## src/sv/circular_queue_with_search_defines.svh

```systemverilog
// ----------------------------------------------------------------------------
// Circular queue with search: assertion macros
// Shared helpers for concurrent checks clocked by aclk and held off in reset.
// ----------------------------------------------------------------------------
`ifndef CIRCULAR_QUEUE_WITH_SEARCH_DEFINES_SVH
`define CIRCULAR_QUEUE_WITH_SEARCH_DEFINES_SVH

// A condition that must hold at every clock edge out of reset.
`define CQS_ASSERT_ALWAYS(label, cond, msg) \
    label: assert property (@(posedge aclk) disable iff (!aresetn) (cond)) else $error(msg);

// A condition that must hold in the same cycle whenever the trigger holds.
`define CQS_ASSERT_IMPLIES(label, ante, cons, msg) \
    label: assert property (@(posedge aclk) disable iff (!aresetn) (ante) |-> (cons)) \
        else $error(msg);

`endif

```

## src/sv/cqs_pkg.sv

```systemverilog
// ----------------------------------------------------------------------------
// Circular queue with search: package
// Sizes, command and status codes, beat types and controller interface types.
// ----------------------------------------------------------------------------
`default_nettype none

package cqs_pkg;

    // Number of storage slots in the ring (2 to 127).
    localparam int DEPTH = 8;
    localparam int IDX_W = $clog2(DEPTH);
    localparam int CNT_W = $clog2(DEPTH + 1);
    localparam int WORD_W = 32;
    localparam int POS_W = 7;

    typedef enum logic [1:0] {
        CMD_INSERT  = 2'd0,
        CMD_DELETE  = 2'd1,
        CMD_DISPLAY = 2'd2,
        CMD_SEARCH  = 2'd3
    } command_t;

    typedef enum logic [2:0] {
        STS_INSERTED  = 3'd0,
        STS_OVERFLOW  = 3'd1,
        STS_REMOVED   = 3'd2,
        STS_UNDERFLOW = 3'd3,
        STS_LISTED    = 3'd4,
        STS_EMPTY     = 3'd5,
        STS_MATCH     = 3'd6,
        STS_NOMATCH   = 3'd7
    } status_t;

    typedef struct packed {
        command_t                  command;
        logic signed [WORD_W-1:0]  value;
    } in_item_t;

    typedef struct packed {
        status_t                   status;
        logic signed [WORD_W-1:0]  data;
        logic [POS_W-1:0]          position;
        logic                      last;
    } out_item_t;

    // Commands from the controller to the datapath.
    typedef struct packed {
        logic accept;   // an input beat is taken this cycle
        logic step;     // the scanned entry is consumed this cycle
        logic finish;   // the closing result is written this cycle
    } dp_cmd_t;

    // Status from the datapath to the controller.
    typedef struct packed {
        logic out_free;     // the output register can take a result
        logic insert_cmd;   // the offered beat is an insert
        logic no_entries;   // the offered beat walks no entries
        logic step_ok;      // the scanned entry can be consumed
        logic scan_last;    // the scanned entry is the final one
    } dp_sts_t;

    // Advance a slot index around the ring.
    function automatic logic [IDX_W-1:0] next_index(input logic [IDX_W-1:0] idx);
        return (idx == IDX_W'(DEPTH - 1)) ? '0 : idx + IDX_W'(1);
    endfunction

endpackage

`default_nettype wire

```

## src/sv/cqs_ram.sv

```systemverilog
// ----------------------------------------------------------------------------
// Circular queue with search: generic RAM
// One write port and one read port with registered read data.
// ----------------------------------------------------------------------------
`default_nettype none

module cqs_ram #(
    parameter int WIDTH = 32,
    parameter int DEPTH = 8
) (
    input  wire logic                     aclk,
    input  wire logic                     we,
    input  wire logic [$clog2(DEPTH)-1:0] waddr,
    input  wire logic [WIDTH-1:0]         wdata,
    input  wire logic [$clog2(DEPTH)-1:0] raddr,
    output logic      [WIDTH-1:0]         rdata
);

    logic [WIDTH-1:0] mem [DEPTH];

    // Write port and registered read port.
    always_ff @(posedge aclk) begin
        if (we) begin
            mem[waddr] <= wdata;
        end
        rdata <= mem[raddr];
    end

endmodule

`default_nettype wire

```

## src/sv/cqs_ctrl.sv

```systemverilog
// ----------------------------------------------------------------------------
// Circular queue with search: controller
// Sequences acceptance, the slot walk and the closing result of each command.
// ----------------------------------------------------------------------------
`default_nettype none

module cqs_ctrl
    import cqs_pkg::*;
(
    input  wire logic    aclk,
    input  wire logic    aresetn,
    input  wire logic    s_valid,
    output logic         s_ready,
    input  wire dp_sts_t sts,
    output dp_cmd_t      cmd
);

    typedef enum logic [3:0] {
        S_IDLE   = 4'b0001,
        S_READ   = 4'b0010,
        S_SCAN   = 4'b0100,
        S_FINISH = 4'b1000
    } state_t;

    state_t state_reg, state_next;

    // Handshake and datapath commands.
    always_comb begin
        s_ready    = (state_reg == S_IDLE) && sts.out_free;
        cmd.accept = s_valid && s_ready;
        cmd.step   = (state_reg == S_SCAN) && sts.step_ok;
        cmd.finish = (state_reg == S_FINISH) && sts.out_free;
    end

    // Next state.
    always_comb begin
        state_next = state_reg;
        case (state_reg)
            S_IDLE: begin
                if (cmd.accept && !sts.insert_cmd) begin
                    state_next = sts.no_entries ? S_FINISH : S_READ;
                end
            end
            S_READ: begin
                state_next = S_SCAN;
            end
            S_SCAN: begin
                if (cmd.step && sts.scan_last) begin
                    state_next = S_FINISH;
                end
            end
            S_FINISH: begin
                if (cmd.finish) begin
                    state_next = S_IDLE;
                end
            end
            default: begin
                state_next = S_IDLE;
            end
        endcase
    end

    always_ff @(posedge aclk) begin
        if (!aresetn) begin
            state_reg <= S_IDLE;
        end else begin
            state_reg <= state_next;
        end
    end

endmodule

`default_nettype wire

```

## src/sv/cqs_dp.sv

```systemverilog
// ----------------------------------------------------------------------------
// Circular queue with search: datapath
// Ring pointers, slot RAM, walk counters, pending result and output register.
// ----------------------------------------------------------------------------
`default_nettype none

`include "circular_queue_with_search_defines.svh"

module cqs_dp
    import cqs_pkg::*;
(
    input  wire logic     aclk,
    input  wire logic     aresetn,
    input  wire in_item_t s_data,
    output out_item_t     m_data,
    output logic          m_valid,
    input  wire logic     m_ready,
    input  wire dp_cmd_t  cmd,
    output dp_sts_t       sts
);

    logic [IDX_W-1:0]  head_reg, head_next;
    logic [IDX_W-1:0]  tail_reg, tail_next;
    logic [CNT_W-1:0]  fill_reg, fill_next;
    logic [IDX_W-1:0]  idx_reg, idx_next;
    logic [CNT_W-1:0]  rem_reg, rem_next;
    command_t          op_reg, op_next;
    logic [WORD_W-1:0] key_reg, key_next;
    logic              pend_valid_reg, pend_valid_next;
    out_item_t         pend_reg, pend_next;
    logic              m_valid_reg, m_valid_next;
    out_item_t         m_data_reg, m_data_next;

    logic              full;
    logic              empty;
    logic              out_free;
    logic              out_load;
    logic              ram_we;
    logic [IDX_W-1:0]  ram_raddr;
    logic [WORD_W-1:0] ram_rdata;
    logic              qualifies;
    status_t           entry_status;
    status_t           none_status;

    assign full     = (fill_reg == CNT_W'(DEPTH));
    assign empty    = (fill_reg == '0);
    assign out_free = !m_valid_reg || m_ready;

    // Status toward the controller.
    always_comb begin
        sts.out_free   = out_free;
        sts.insert_cmd = (s_data.command == CMD_INSERT);
        sts.no_entries = empty;
        sts.step_ok    = !qualifies || !pend_valid_reg || out_free;
        sts.scan_last  = (rem_reg == CNT_W'(1));
    end

    // Slot storage: inserts write at the tail, the walk reads one slot a cycle unless a stall holds it.
    assign ram_we    = cmd.accept && (s_data.command == CMD_INSERT) && !full;
    assign ram_raddr = (cmd.step && !sts.scan_last) ? next_index(idx_reg) : idx_reg;

    cqs_ram #(
        .WIDTH (WORD_W),
        .DEPTH (DEPTH)
    ) u_slots (
        .aclk  (aclk),
        .we    (ram_we),
        .waddr (tail_reg),
        .wdata (s_data.value),
        .raddr (ram_raddr),
        .rdata (ram_rdata)
    );

    // Classify the entry under scan and the result when nothing was reported.
    always_comb begin
        qualifies    = (op_reg != CMD_SEARCH) || (ram_rdata == key_reg);
        entry_status = STS_MATCH;
        none_status  = STS_NOMATCH;
        case (op_reg)
            CMD_DELETE: begin
                entry_status = STS_REMOVED;
                none_status  = STS_UNDERFLOW;
            end
            CMD_DISPLAY: begin
                entry_status = STS_LISTED;
                none_status  = STS_EMPTY;
            end
            default: begin
                entry_status = STS_MATCH;
                none_status  = STS_NOMATCH;
            end
        endcase
    end

    // Pointer, walk and pending-result updates.
    always_comb begin
        head_next       = head_reg;
        tail_next       = tail_reg;
        fill_next       = fill_reg;
        idx_next        = idx_reg;
        rem_next        = rem_reg;
        op_next         = op_reg;
        key_next        = key_reg;
        pend_valid_next = pend_valid_reg;
        pend_next       = pend_reg;

        if (cmd.accept) begin
            op_next         = s_data.command;
            key_next        = s_data.value;
            idx_next        = head_reg;
            pend_valid_next = 1'b0;
            rem_next        = fill_reg;
            case (s_data.command)
                CMD_INSERT: begin
                    if (!full) begin
                        tail_next = next_index(tail_reg);
                        fill_next = fill_reg + CNT_W'(1);
                    end
                end
                CMD_DELETE: begin
                    rem_next = empty ? '0 : CNT_W'(1);
                    if (!empty) begin
                        head_next = next_index(head_reg);
                        fill_next = fill_reg - CNT_W'(1);
                    end
                end
                default: begin
                    rem_next = fill_reg;
                end
            endcase
        end

        if (cmd.step) begin
            idx_next = next_index(idx_reg);
            rem_next = rem_reg - CNT_W'(1);
            if (qualifies) begin
                pend_valid_next    = 1'b1;
                pend_next.status   = entry_status;
                pend_next.data     = ram_rdata;
                pend_next.position = POS_W'(idx_reg) + POS_W'(1);
                pend_next.last     = 1'b0;
            end
        end
    end

    // Output register: a result is held until the beat is taken.
    always_comb begin
        m_valid_next = m_valid_reg && !m_ready;
        m_data_next  = m_data_reg;
        out_load     = 1'b0;

        if (cmd.accept && (s_data.command == CMD_INSERT)) begin
            out_load             = 1'b1;
            m_data_next.status   = full ? STS_OVERFLOW : STS_INSERTED;
            m_data_next.data     = '0;
            m_data_next.position = full ? '0 : POS_W'(tail_reg) + POS_W'(1);
            m_data_next.last     = 1'b1;
        end else if (cmd.step && qualifies && pend_valid_reg) begin
            out_load    = 1'b1;
            m_data_next = pend_reg;
        end else if (cmd.finish) begin
            out_load = 1'b1;
            if (pend_valid_reg) begin
                m_data_next      = pend_reg;
                m_data_next.last = 1'b1;
            end else begin
                m_data_next.status   = none_status;
                m_data_next.data     = '0;
                m_data_next.position = '0;
                m_data_next.last     = 1'b1;
            end
        end

        if (out_load) begin
            m_valid_next = 1'b1;
        end
    end

    // Control registers.
    always_ff @(posedge aclk) begin
        if (!aresetn) begin
            head_reg       <= '0;
            tail_reg       <= '0;
            fill_reg       <= '0;
            idx_reg        <= '0;
            rem_reg        <= '0;
            pend_valid_reg <= 1'b0;
            m_valid_reg    <= 1'b0;
        end else begin
            head_reg       <= head_next;
            tail_reg       <= tail_next;
            fill_reg       <= fill_next;
            idx_reg        <= idx_next;
            rem_reg        <= rem_next;
            pend_valid_reg <= pend_valid_next;
            m_valid_reg    <= m_valid_next;
        end
    end

    // Payload registers.
    always_ff @(posedge aclk) begin
        op_reg     <= op_next;
        key_reg    <= key_next;
        pend_reg   <= pend_next;
        m_data_reg <= m_data_next;
    end

    assign m_valid = m_valid_reg;
    assign m_data  = m_data_reg;

    // The fill count never passes the ring size.
    `CQS_ASSERT_ALWAYS(a_fill_range, fill_reg <= CNT_W'(DEPTH), "fill count beyond depth")
    // An empty or full ring has its pointers on the same slot.
    `CQS_ASSERT_IMPLIES(a_ring_ptrs, empty || full, head_reg == tail_reg, "ring pointers disagree")
    // A new result never overwrites one that is still waiting.
    `CQS_ASSERT_IMPLIES(a_no_overwrite, out_load, out_free, "result overwritten")
    // The walk never steps past its last entry.
    `CQS_ASSERT_IMPLIES(a_walk_count, cmd.step, rem_reg != '0, "walk ran past its entries")

endmodule

`default_nettype wire

```

## src/sv/circular_queue_with_search.sv

```systemverilog
// ----------------------------------------------------------------------------
// Circular queue with search: top level
// Bounded ring of signed words with insert, delete, display and key search.
// ----------------------------------------------------------------------------
// The queue holds up to DEPTH (package constant) signed 32-bit words. Each input
// beat carries a command and a value; each result beat carries a status, a word,
// the 1-based slot of that word and a last flag on the final result of a command.
// One command is handled at a time. An insert is answered straight from the idle
// state; a delete, display or search reads the held words through the single read
// port of the slot RAM, which has registered read data and walks one slot per cycle
// unless a stalled result holds it. On an empty queue they walk no slots. Each result sits
// in an output register, so a stalled result beat holds the walk but is never lost.
// ----------------------------------------------------------------------------
`default_nettype none

module circular_queue_with_search
    import cqs_pkg::*;
(
    input  wire logic     aclk,
    input  wire logic     aresetn,
    input  wire logic     s_valid,
    output logic          s_ready,
    input  wire in_item_t s_data,
    output logic          m_valid,
    input  wire logic     m_ready,
    output out_item_t     m_data
);

    dp_cmd_t dp_cmd;
    dp_sts_t dp_sts;

    // Command sequencing.
    cqs_ctrl u_ctrl (
        .aclk    (aclk),
        .aresetn (aresetn),
        .s_valid (s_valid),
        .s_ready (s_ready),
        .sts     (dp_sts),
        .cmd     (dp_cmd)
    );

    // Storage, pointers and result formation.
    cqs_dp u_dp (
        .aclk    (aclk),
        .aresetn (aresetn),
        .s_data  (s_data),
        .m_data  (m_data),
        .m_valid (m_valid),
        .m_ready (m_ready),
        .cmd     (dp_cmd),
        .sts     (dp_sts)
    );

endmodule

`default_nettype wire

```

## config.mk

```make
export PLATFORM = sky130hd
export DESIGN_NAME = circular_queue_with_search
export DESIGN_NICKNAME = d
export VERILOG_FILES = /design/src/sv/cqs_pkg.sv /design/src/sv/cqs_ram.sv /design/src/sv/cqs_ctrl.sv /design/src/sv/cqs_dp.sv /design/src/sv/circular_queue_with_search.sv
export VERILOG_INCLUDE_DIRS = /design/src /design/src/sv
export SDC_FILE = /design/constraint.sdc
export NUM_CORES = 1
export LEC_CHECK = 0
export BUFFER_PORTS_ARGS = -buffer_cell sky130_fd_sc_hd__buf_2
export CORE_MARGIN = 1.5
export CORE_UTILIZATION = 47
export CTS_BUF_LIST = sky130_fd_sc_hd__clkbuf_16
export DETAILED_ROUTE_END_ITERATION = 16
export GPL_TIMING_DRIVEN = 0
export PLACE_DENSITY = 0.64
export SETUP_SLACK_MARGIN = 0.4
export SLEW_MARGIN = 10
export SYNTH_ARGS = -nofsm -noshare
export SYNTH_HDL_FRONTEND = slang
export SYNTH_HIERARCHICAL = 1
export SYNTH_SLANG_ARGS = --single-unit
```

## constraint.sdc

```tcl
create_clock -name aclk -period 6.16 [get_ports aclk]
set_input_delay 1.848 -clock aclk [delete_from_list [all_inputs] [get_ports aclk]]
set_output_delay 1.848 -clock aclk [all_outputs]
set_load 0.1 [all_outputs]
```

==> run summary, run 1 <==
Clk_lat worst skew - 0.55 ns
Ports - 83
Most frequent cells in the layout - edfxtp_1 (335), dfxtp_1 (88), buf_2 (87)
RR Startpoint - u_dp/key_reg[29]
Worst reg2reg path depth - 13
Ys flop type - edfxtp_1
# rows - 68
# setup viols final - 0
Final Core Density - 0.5582
Hold Fails Final Rpt - 0
Flops & latches, synth - 423
Antenna-violating nets left - 0
CTS-repair resized insts - 0
CTS H-tree depth - 2
All-layer global routing usage - 0.1992
EDFF count, synth - 335
Core ar. - 34630 sq um
Data required, critical path - 6.41 ns
Fin cells - 1553
CTS clk-pin slew, worst paths - 0.06 ns
Fillers - 2669
Max reg flops - 256
Setup repair after global routing missed its margin - no
GP Congestion - 0.7911
Placed instance count - 1470
Worst path arrival time - 5.62 ns
Chip Height - 190.8 um
Commonest non-fill, non-tap cell in the layout - edfxtp_1
Remaining DRCs - 0
Setup_tns - 0 ns
Leak - 6.748 nW
Cell variety after synth - 60
Mapped Cells - 920
Synthesized area per cell - 18.01 sq um
Global-route wire length before repair - 53590 um
End of the worst register-to-register path - u_dp/u_slots/rdata[15]
Sink Count - 423
Setup crit end - u_dp/u_slots/mem[7][9]
DR WL/cell - 22.79 um
Crit path largest cell delay - 0.94 ns
Critical Path Sink Type - flop
Setup ws final - 0.7913 ns
F_max - 186.3 MHz
Slew Viols, Final - 0
Pwr Density - 314.0 nW/um^2
Worst hold slack - 0.4463 ns
Part of the cycle the worst path needs - 0.8715
Worst reg2reg setup slack - 1.25 ns
Area Overhead vs Synth - 16.66%
Area post-placement - 17940 sq um
DR vias - 8662
Synth async-reset ratio - 0
Port buffer count - 79
Nets - 1113
Layout cell share with drive strength beyond 1 - 0.2621
Hold buffer count at CTS - 0
Crit-path slowest cell - and3_2
Initial antenna violation count - 3
Vias per Instance - 5.578
DPL Wire Length - 23160 um
Post-layout min period - 5.369 ns
Tot Pwr - 6.069 mW
Critical path class - input port to flop
Cell area after layout - 19330 sq um
Setup crit start - m_ready
Pre-CTS WS - 0.1791 ns
Ys Warns - 6
First DRT Iteration DRCs - 632
Postcts setup bufs - 0
Least-Margin Pin Slew - 1.157 ns
Worst min path class - flop to flop
CTS tree - done
Initial Util - 0.4785
Ordered cell list for the critical path - buf_2, nor2b_1, inv_1, buf_4, and3_2, nor3b_2, a21boi_2, nand2_1, nor2_4, buf_16
Crit Path Max Fanout - 38
Final WL - 35390 um
Slew margin rel. - 0.2290
Cts bufs inserted - 44
Status - finished clean
# Max-Cap Violations - 0
Die ar. - 36390 sq um
Fin Clk Skew - 0.02031 ns
Worst-case clock buffer depth - 3
Sequential fraction of the synthesis area - 0.7134
Number of global-route vias before repair - 8789
Overflow after GRT - 0
Max IR drop VDD - 0.0001974 V
Pre-antenna DRT Iters - 5
Startpoint Class - input port
Root Buffer - clkbuf_16
Hold path depth - 0
Netlist Area Pre-Place - 16570 sq um
Die X - 190.8 um
Largest net degree at the start of global routing - 39
worst max-delay path: cells and delay by family:
family                 cells  cell delay (ns)
AOI/OAI and AO/OA          1             0.55
buffers and inverters      4             0.51
and+or+nand+nor            5             2.67
report_power, final:
group	leakage [nW]	internal, mW	switching (mW)
Combinational	2.29	0.112	0.253
Clock	0.712	1.44	1.08
Sequential	3.74	3.15	0.0369
cells in the mapped netlist (8+ instances only):
master     instances  area [sq um]
mux2i_1           10         100.1
nand3_1           32         160.2
a21oi_1           13         65.06
dfxtp_1           88          1762
buf_6             11         123.9
xor2_1            33         289.0
buf_2              8         40.04
inv_1             42         157.7
nand2b_1          12         75.07
mux2_2            34         382.9
ha_1              13         162.7
nand2_1           15         56.30
o211ai_2          30         375.4
o2111ai_1         32         280.3
nor2b_1           10         62.56
clkbuf_1          24         90.09
mux4_1            40          1051
nor2_1            32         120.1
mux4_2            24         540.5
edfxtp_1         335         10060
worst min path at each step:
stage	from	endpoint	slack [ns]
floorplan	u_dp/u_slots/rdata[2]	u_dp/pend_reg[10]	0.43
global placement	u_dp/u_slots/rdata[8]	u_dp/pend_reg[16]	0.43
detailed placement	u_dp/u_slots/rdata[5]	u_dp/pend_reg[13]	0.44
CTS	u_dp/u_slots/rdata[29]	u_dp/pend_reg[37]	0.44
global route	u_dp/u_slots/rdata[29]	u_dp/pend_reg[37]	0.46
finish	u_dp/u_slots/rdata[31]	u_dp/pend_reg[39]	0.45
logic make-up (layout without fill, tap and decap cells):
family                     count (synthesis)  after routing  share of synthesized area
muxes                                    108            108                     0.1252
adders and majority gates                 14             14                    0.01102
other                                      1              6                  0.0002263
AOI/OAI and AO/OA                        103            103                    0.05618
DFF                                      423            423                     0.7134
and+or+nand+nor                          139            139                    0.04644
xor gates and xnor gates                  36             36                    0.01903
buffers and inverters                     96            269                    0.02847
final cells by class:
cell class | instances | area (sq um) | share of cell area
repair buffers | 93 | 723.2 | 0.03741
plain buffers | 53 | 310.3 | 0.01605
clock buffers | 44 | 1101 | 0.05696
multi-input cells | 403 | 4359 | 0.2255
inverters | 43 | 161.4 | 0.008350
clock inverters | 36 | 276.5 | 0.01431
flip-flops and latches | 423 | 11820 | 0.6116
well taps | 455 | 569.3 | 0.02945
diodes | 3 | 7.507 | 0.0003884
metal layers:
metal / up-vias / routed length [um] / track usage
met4: 0 / 1214 / 0.08237
met3: 61 / 1740 / 0.03754
li1: 3958 / - / -
met1: 4412 / 15760 / 0.2733
met2: 231 / 16680 / 0.3137
met5: - / 0 / 0
Power figures use the tool's default switching activity.
==> run 2: changes to the inputs <==
--- a/config.mk
+++ b/config.mk
@@ -6,6 +6,7 @@
 export SDC_FILE = /design/constraint.sdc
 export NUM_CORES = 1
 export LEC_CHECK = 0
+export ABC_AREA = 1
 export BUFFER_PORTS_ARGS = -buffer_cell sky130_fd_sc_hd__buf_2
 export CORE_MARGIN = 1.5
 export CORE_UTILIZATION = 47
==> run 2 against run 1 <==
Critical path type is now input port to output pin. Global-route usage is 0.66 points higher. Combinational power grew to 4.5 times the previous value. Clock-buffer cell count is 1 higher. Cell area is 6.1% higher. Routed wire length is 10% higher. Total power is 24% higher. Largest power group unchanged. Synthesized area is 7.6% higher. Synthesized cell count is 96% higher. Clock skew is 0.0026 ns lower. Largest cell class unchanged. Hold slack better by 0.0010 ns.
==> run summary, run 2 <==
Status - finished clean
Area post-placement - 19190 sq um (+6.9%)
Switch Pwr - 2.415 mW (+77%)
Ys Warns - 6 (unchanged)
Commonest non-fill, non-tap cell in the layout - nand2_1
Gate power share - 0.220 (+0.160)
GP Congestion - 0.8016 (+1.3%)
F_max - 217.8 MHz (+17%)
Setup_tns - 0 ns (unchanged)
Final WL - 38990 um (+10%)
Number of global-route vias before repair - 11581 (+32%)
All-layer global routing usage - 0.2058 (+0.006606)
DR WL/cell - 15.67 um (-31%)
Pwr Density - 367.5 nW/um^2 (+17%)
DR vias - 11685 (+35%)
Worst reg2reg path depth - 20 (+7)
Post-synth top area cell - edfxtp_1
Overflow after GRT - 0 (unchanged)
Nets - 1993 (+79%)
Clock power share - 0.320 (-0.094)
Crit path largest cell delay - 0.44 ns (-0.50 ns)
Least-Margin Pin Slew - 0.7446 ns (-0.4119 ns)
Netlist Area Pre-Place - 17830 sq um (+7.6%)
Setup repair after global routing missed its margin - no
CTS clk-pin slew, worst paths - 0.06 ns (about the same)
Cts bufs inserted - 43 (-2.3%)
Mapped Cells - 1804 (+96%)
Core ar. - 37490 sq um (+8.3%)
Synth cell count leaders - nand2_1 (610), inv_1 (382), edfxtp_1 (335), nand3_1 (170), dfxtp_1 (88)
Critical path's top delay family - buffers and inverters
Crit Path Max Fanout - 5 (-87%)
Hold buffer count at CTS - 0 (unchanged)
Post-Synth Simple-Gate Area - 0.1932 (+0.1468)
Hold Startpoint - u_dp/u_slots/rdata[28]
Critical Path Sink Type - output pin
Sink Count - 423 (unchanged)
Data required, critical path - 4.31 ns (-2.10 ns)
# Max-Cap Violations - 0 (unchanged)
Switching Share - 0.3205 (+0.09529)
Most frequent cells in the layout - nand2_1 (610), inv_1 (399), edfxtp_1 (335)
Chip Height - 197.8 um (+3.7%)
End of the worst register-to-register path - u_dp/u_slots/rdata[26]
Port buffer count - 79 (unchanged)
Flops & latches, synth - 423 (unchanged)
Crit-path slowest cell - buf_2
Ports - 83 (unchanged)
Worst hold slack - 0.4474 ns (+0.001047 ns)
Worst Hold End - u_dp/pend_reg[36]
Initial Util - 0.4757 (-0.002799)
Fillers - 3285 (+23%)
CTS-repair resized insts - 0 (unchanged)
Multiplexer area fraction after synthesis - 0 (-0.1252)
Clk_lat worst skew - 0.54 ns (about the same)
Multi-input logic area - 4208 sq um (-3.5%)
DPL Wire Length - 26240 um (+13%)
First DRT Iteration DRCs - 678 (+7.3%)
Cell variety after synth - 37 (-38%)
EDFF count, synth - 335 (unchanged)
CP dominant cell by count - buf_2
# setup viols final - 0 (unchanged)
Vias per Instance - 4.695 (-16%)
Die ar. - 39120 sq um (+7.5%)
Die X - 197.8 um (+3.7%)
Max IR drop VDD - 0.0001974 V (about the same)
Ys flop type - edfxtp_1
Area Overhead vs Synth - 14.98%
Synth top area share - 0.5641 (-0.04302)
Initial antenna violation count - 3 (unchanged)
Pre-antenna DRT Iters - 5 (unchanged)
Slew margin rel. - 0.5036 (+0.2746)
Main combinational cell family by area after synthesis - simple AND/OR/NAND/NOR gates
Root Buffer - clkbuf_16
Top cells by area, synth - edfxtp_1 (56%), nand2_1 (13%), dfxtp_1 (9.9%), inv_1 (8.0%), nand3_1 (4.8%)
Cell area after layout - 20500 sq um (+6.1%)
Synth Area in Adders - 0.01024 (-0.0007812)
Max reg flops - 256 (unchanged)
FF+latch area - 11820 sq um (unchanged)
Worst reg2reg setup slack - 2.30 ns (+1.05 ns)
Critical path buffer and inverter count - 5 (+1)
Largest net degree at the start of global routing - 25 (-36%)
Remaining DRCs - 0 (unchanged)
Layout cell share with drive strength beyond 1 - 0.1114 (-0.1507)
Worst-case clock buffer depth - 3 (unchanged)
Tot Pwr - 7.535 mW (+24%)
Complex-gate fraction of the synthesized area - 0.01459 (-0.04159)
Global-route wire length before repair - 61490 um (+15%)
Hold Fails Final Rpt - 0 (unchanged)
Postcts setup bufs - 0 (unchanged)
Sequential fraction of the synthesis area - 0.6629 (-0.05056)
Ordered cell list for the critical path - buf_2, inv_1, nand2_1, buf_4, inv_2, nor2_1, buf_2
Power share of the sequential group - 0.460 (-0.066)
CTS H-tree depth - 2 (unchanged)
Leak - 9.329 nW (+38%)
# rows - 71 (+4.4%)
CTS tree - done
RR Startpoint - u_dp/key_reg[31]
Synthesized area per cell - 9.885 sq um (-45%)
Part of the cycle the worst path needs - 0.7454 (-0.1262)
Synth async-reset ratio - 0 (unchanged)
Fin Clk Skew - 0.01774 ns (-0.002566 ns)
Startpoint Class - input port
Internal Pwr Total - 5.119 mW (+8.9%)
Slew Viols, Final - 0 (unchanged)
Hold path depth - 0 (unchanged)
Post-Synth XOR/XNOR Area - 0.01326 (-0.005769)
Worst path arrival time - 2.74 ns (-2.88 ns)
Critical path class - input port to output pin
Antenna-violating nets left - 0 (unchanged)
Worst min path class - flop to flop
Top-count cell post-synth - nand2_1
Post-layout min period - 4.592 ns (-0.7772 ns)
==> run 2: cell types whose count changed after synthesis, moves of 30 or more <==
| cell | before | now |
|---|---|---|
| o211ai_2 | 30 | 0 |
| mux2_2 | 34 | 0 |
| inv_1 | 42 | 382 |
| nand2_1 | 15 | 610 |
| o2111ai_1 | 32 | 1 |
| nand3_1 | 32 | 170 |
| mux4_1 | 40 | 0 |
==> run 2: worst max path at each step <==
stage | startpoint | endpoint | slack (ns) | cells after the start
2_1_floorplan | m_ready | u_dp/u_slots/mem[1][0] | 0.47 | 9
3_3_place_gp | m_ready | u_dp/u_slots/mem[0][15] | -2.30 | 10
3_5_place_dp | m_ready | u_dp/u_slots/mem[6][14] | 0.97 | 11
4_1_cts | m_ready | u_dp/u_slots/mem[6][21] | 1.52 | 11
5_1_grt | m_ready | u_dp/u_slots/mem[6][25] | 1.36 | 11
6_report | m_ready | s_ready | 1.57 | 7
==> run 2: cell type report <==
type | instances | share of cell area
clock buffer | 45 | 0.05492
buffer | 67 | 0.02081
timing repair buffer | 90 | 0.03100
antenna | 3 | 0.0003661
clock inverter | 34 | 0.008970
sequential | 423 | 0.5765
tap | 511 | 0.03118
multi-input combinational | 928 | 0.2052
inverter | 388 | 0.07103
==> run 2: layer usage <==
layer | vias up | wire [um] | track usage
met3 | 81 | 1953 | 0.03781
met4 | 2 | 1127 | 0.08114
met1 | 5432 | 16750 | 0.2597
li1 | 5879 | - | -
met2 | 291 | 19150 | 0.3511
met5 | - | 7 | 0
==> run 2: power by group through the flow <==
stage	combinational (mW)	clock [mW]	sequential, mW
6_report	1.66	2.41	3.46
3_3_place_gp	1.61	0	3.52
4_1_cts	1.67	2.46	3.47
3_5_place_dp	1.67	0	3.53
5_1_grt	1.80	2.57	3.49
2_1_floorplan	0.688	0	4.13
==> run 2: stage by stage <==
stage	setup slack (ns)	utilization	std cells
after global routing	1.360	0.5469	2488
after global placement	-2.304	0.5038	2396
after detailed placement	0.9679	0.5118	2407
after CTS	1.519	0.5468	2486
after floorplan	0.4656	-	1806
final	1.569	0.5470	2489
==> run 2: logic make-up (layout without fill, tap and decap cells) <==
group,Yosys count,count (layout)
AO/OA/AOI/OAI,42,42
XOR/XNOR,27,27
adder cells (fa/ha/maj),14,14
buffers and inverters,455,624
flip-flops,423,423
other,1,6
AND/OR/NAND/NOR,842,842
==> run 3: changes to the inputs <==
--- a/config.mk
+++ b/config.mk
@@ -13,7 +13,7 @@
 export CTS_BUF_LIST = sky130_fd_sc_hd__clkbuf_16
 export DETAILED_ROUTE_END_ITERATION = 16
 export GPL_TIMING_DRIVEN = 0
-export PLACE_DENSITY = 0.64
+export PLACE_DENSITY = 0.62
 export SETUP_SLACK_MARGIN = 0.4
 export SLEW_MARGIN = 10
 export SYNTH_ARGS = -nofsm -noshare
==> constraint.sdc (replaced) <==
create_clock -name aclk -period 4.6 [get_ports aclk]
set_input_delay 1.38 -clock aclk [delete_from_list [all_inputs] [get_ports aclk]]
set_output_delay 1.38 -clock aclk [all_outputs]
set_load 0.1 [all_outputs]
==> run 3 against run 2 <==
Non-clock buffer count decreased by 8. Sequential share of layout area decreased by 0.11 points. Register-to-register slack got worse by 1.5 ns. Utilization increased by 0.11 points. Critical path type is now input port to flop.
==> run summary, run 3 (synthesized netlist as in run 2, its figures left out) <==
Hold path depth - 0 (unchanged)
Least-Margin Pin Slew - 1.257 ns (+0.5121 ns)
First DRT Iteration DRCs - 670 (-1.2%)
Leak - 9.337 nW (about the same)
Initial antenna violation count - 1 (-2)
Slew margin rel. - 0.1602 (-0.3434)
Worst path arrival time - 4.16 ns (+1.42 ns)
All-layer global routing usage - 0.2077 (+0.001826)
Gate power share - 0.212 (-0.008)
# setup viols final - 0 (unchanged)
CTS tree - done
Part of the cycle the worst path needs - 0.8738
Setup_tns - 0 ns (unchanged)
Startpoint Class - input port
Number of global-route vias before repair - 11691 (+0.95%)
DR WL/cell - 15.82 um (+1.0%)
Critical Path Sink Type - flop
Final Core Density - 0.5480 (+0.001069)
DR vias - 11735 (+0.43%)
Core ar. - 37490 sq um (unchanged)
CTS H-tree depth - 2 (unchanged)
Pwr Density - 511.9 nW/um^2 (+39%)
Port buffer count - 79 (unchanged)
Die ar. - 39120 sq um (unchanged)
Crit-path slowest cell - nor2_4
Postcts setup bufs - 0 (unchanged)
# Max-Cap Violations - 0 (unchanged)
Overflow after GRT - 0 (unchanged)
# rows - 71 (unchanged)
Worst-case clock buffer depth - 3 (unchanged)
Worst reg2reg setup slack - 0.81 ns (-1.49 ns)
Max IR drop VDD - 0.0003075 V (+56%)
Root Buffer - clkbuf_16
Fin Clk Skew - 0.01153 ns (-0.006209 ns)
Cts bufs inserted - 45 (+4.7%)
GP Congestion - 0.7808 (-2.6%)
Worst min path class - flop to flop
Global-route wire length before repair - 61990 um (+0.82%)
Tot Pwr - 10.52 mW (+40%)
Vias per Instance - 4.726 (+0.67%)
Status - finished clean
Setup ws final - 0.5807 ns (-0.9878 ns)
Power share of the sequential group - 0.441 (-0.019)
Chip Height - 197.8 um (unchanged)
CTS-repair resized insts - 0 (unchanged)
Internal Pwr Total - 7.216 mW (+41%)
Final WL - 39290 um (+0.77%)
Ordered cell list for the critical path - buf_2, inv_1, nand2_1, buf_4, inv_2, nor3_4, nand2_2, nor2_4, nand2_2, nor2_4
Setup repair after global routing missed its margin - no
Switch Pwr - 3.301 mW (+37%)
Antenna-violating nets left - 0 (unchanged)
CTS clk-pin slew, worst paths - 0.05 ns (about the same)
Crit Path Max Fanout - 32 (+27)
Pre-CTS WS - -0.004017 ns (-0.9719 ns)
Data required, critical path - 4.75 ns (+0.44 ns)
Post-layout min period - 4.019 ns
Worst Hold End - u_dp/pend_reg[34]
F_max - 248.8 MHz
Area Overhead vs Synth - 15.20%
Sink Count - 423 (unchanged)
Switching Share - 0.3139 (-0.006653)
Commonest non-fill, non-tap cell in the layout - nand2_1
Hold Startpoint - u_dp/u_slots/rdata[26]
Hold buffer count at CTS - 0 (unchanged)
Most frequent cells in the layout - nand2_1 (607), inv_1 (390), edfxtp_1 (335)
Layout cell share with drive strength beyond 1 - 0.1177 (+0.006314)
RR Startpoint - u_dp/key_reg[31]
Pre-antenna DRT Iters - 5 (unchanged)
Worst reg2reg path depth - 19 (-5.0%)
Ports - 83 (unchanged)
Remaining DRCs - 0 (unchanged)
Slew Viols, Final - 0 (unchanged)
Clk_lat worst skew - 0.54 ns (about the same)
Die X - 197.8 um (unchanged)
Critical path class - input port to flop
Clock power share - 0.346 (+0.026)
DPL Wire Length - 25300 um (-3.6%)
Initial Util - 0.4757 (unchanged)
Largest net degree at the start of global routing - 33 (+32%)
Nets - 1987 (-0.30%)
Crit path largest cell delay - 0.97 ns (+0.53 ns)
Hold Fails Final Rpt - 0 (unchanged)
End of the worst register-to-register path - u_dp/u_slots/rdata[14]
Max reg flops - 256 (unchanged)
## run 3: worst max-delay path, delay by kind of cell
kind	cells	cell delay (ns)
and+or+nand+nor	6	2.46
buffers and inverters	4	0.29
## run 3: power by group through the flow
stage,Sequential (mW),Clock (mW),Combinational (mW)
2_1_floorplan,5.53,0,0.933
3_3_place_gp,4.71,0,2.17
3_5_place_dp,4.72,0,2.24
4_1_cts,4.64,3.72,2.25
5_1_grt,4.67,3.87,2.43
6_report,4.64,3.64,2.23
## run 3: cell type report
cell class | instances | area (sq um)
Antenna cell | 1 | 2.502
Buffer | 67 | 426.7
Clock buffer | 48 | 1201
Clock inverter | 35 | 314.1
Fill cell | 3261 | 16940
Inverter | 388 | 1456
Multi-Input combinational cell | 928 | 4225
Sequential cell | 423 | 11820
Tap cell | 511 | 639.4
Timing Repair Buffer | 82 | 457.9
## run 3: worst max path at each step
stage / depth (start not counted) / end / from
after floorplan: 9 / u_dp/u_slots/mem[5][0] / m_ready
after global placement: 10 / u_dp/u_slots/mem[1][14] / m_ready
after detailed placement: 10 / u_dp/u_slots/mem[0][14] / m_ready
after CTS: 10 / u_dp/u_slots/mem[0][19] / m_ready
after global routing: 10 / u_dp/u_slots/mem[7][19] / m_ready
final: 10 / u_dp/u_slots/mem[0][13] / m_ready
## run 3: stage by stage
step	cell area, sq um	hold WS, ns	instances
3_5_place_dp	19030	0.4356	2399
6_report	20540	0.4489	2483
4_1_cts	20540	0.4503	2482
3_3_place_gp	18960	0.4318	2396
2_1_floorplan	17930	0.4290	1806
5_1_grt	20540	0.4564	2483
## run 3: per-layer routing
metal,wire length (um),global-route usage
met1,16630,0.2634
met2,18950,0.3545
met3,2296,0.03390
met4,1416,0.08510
met5,0,0
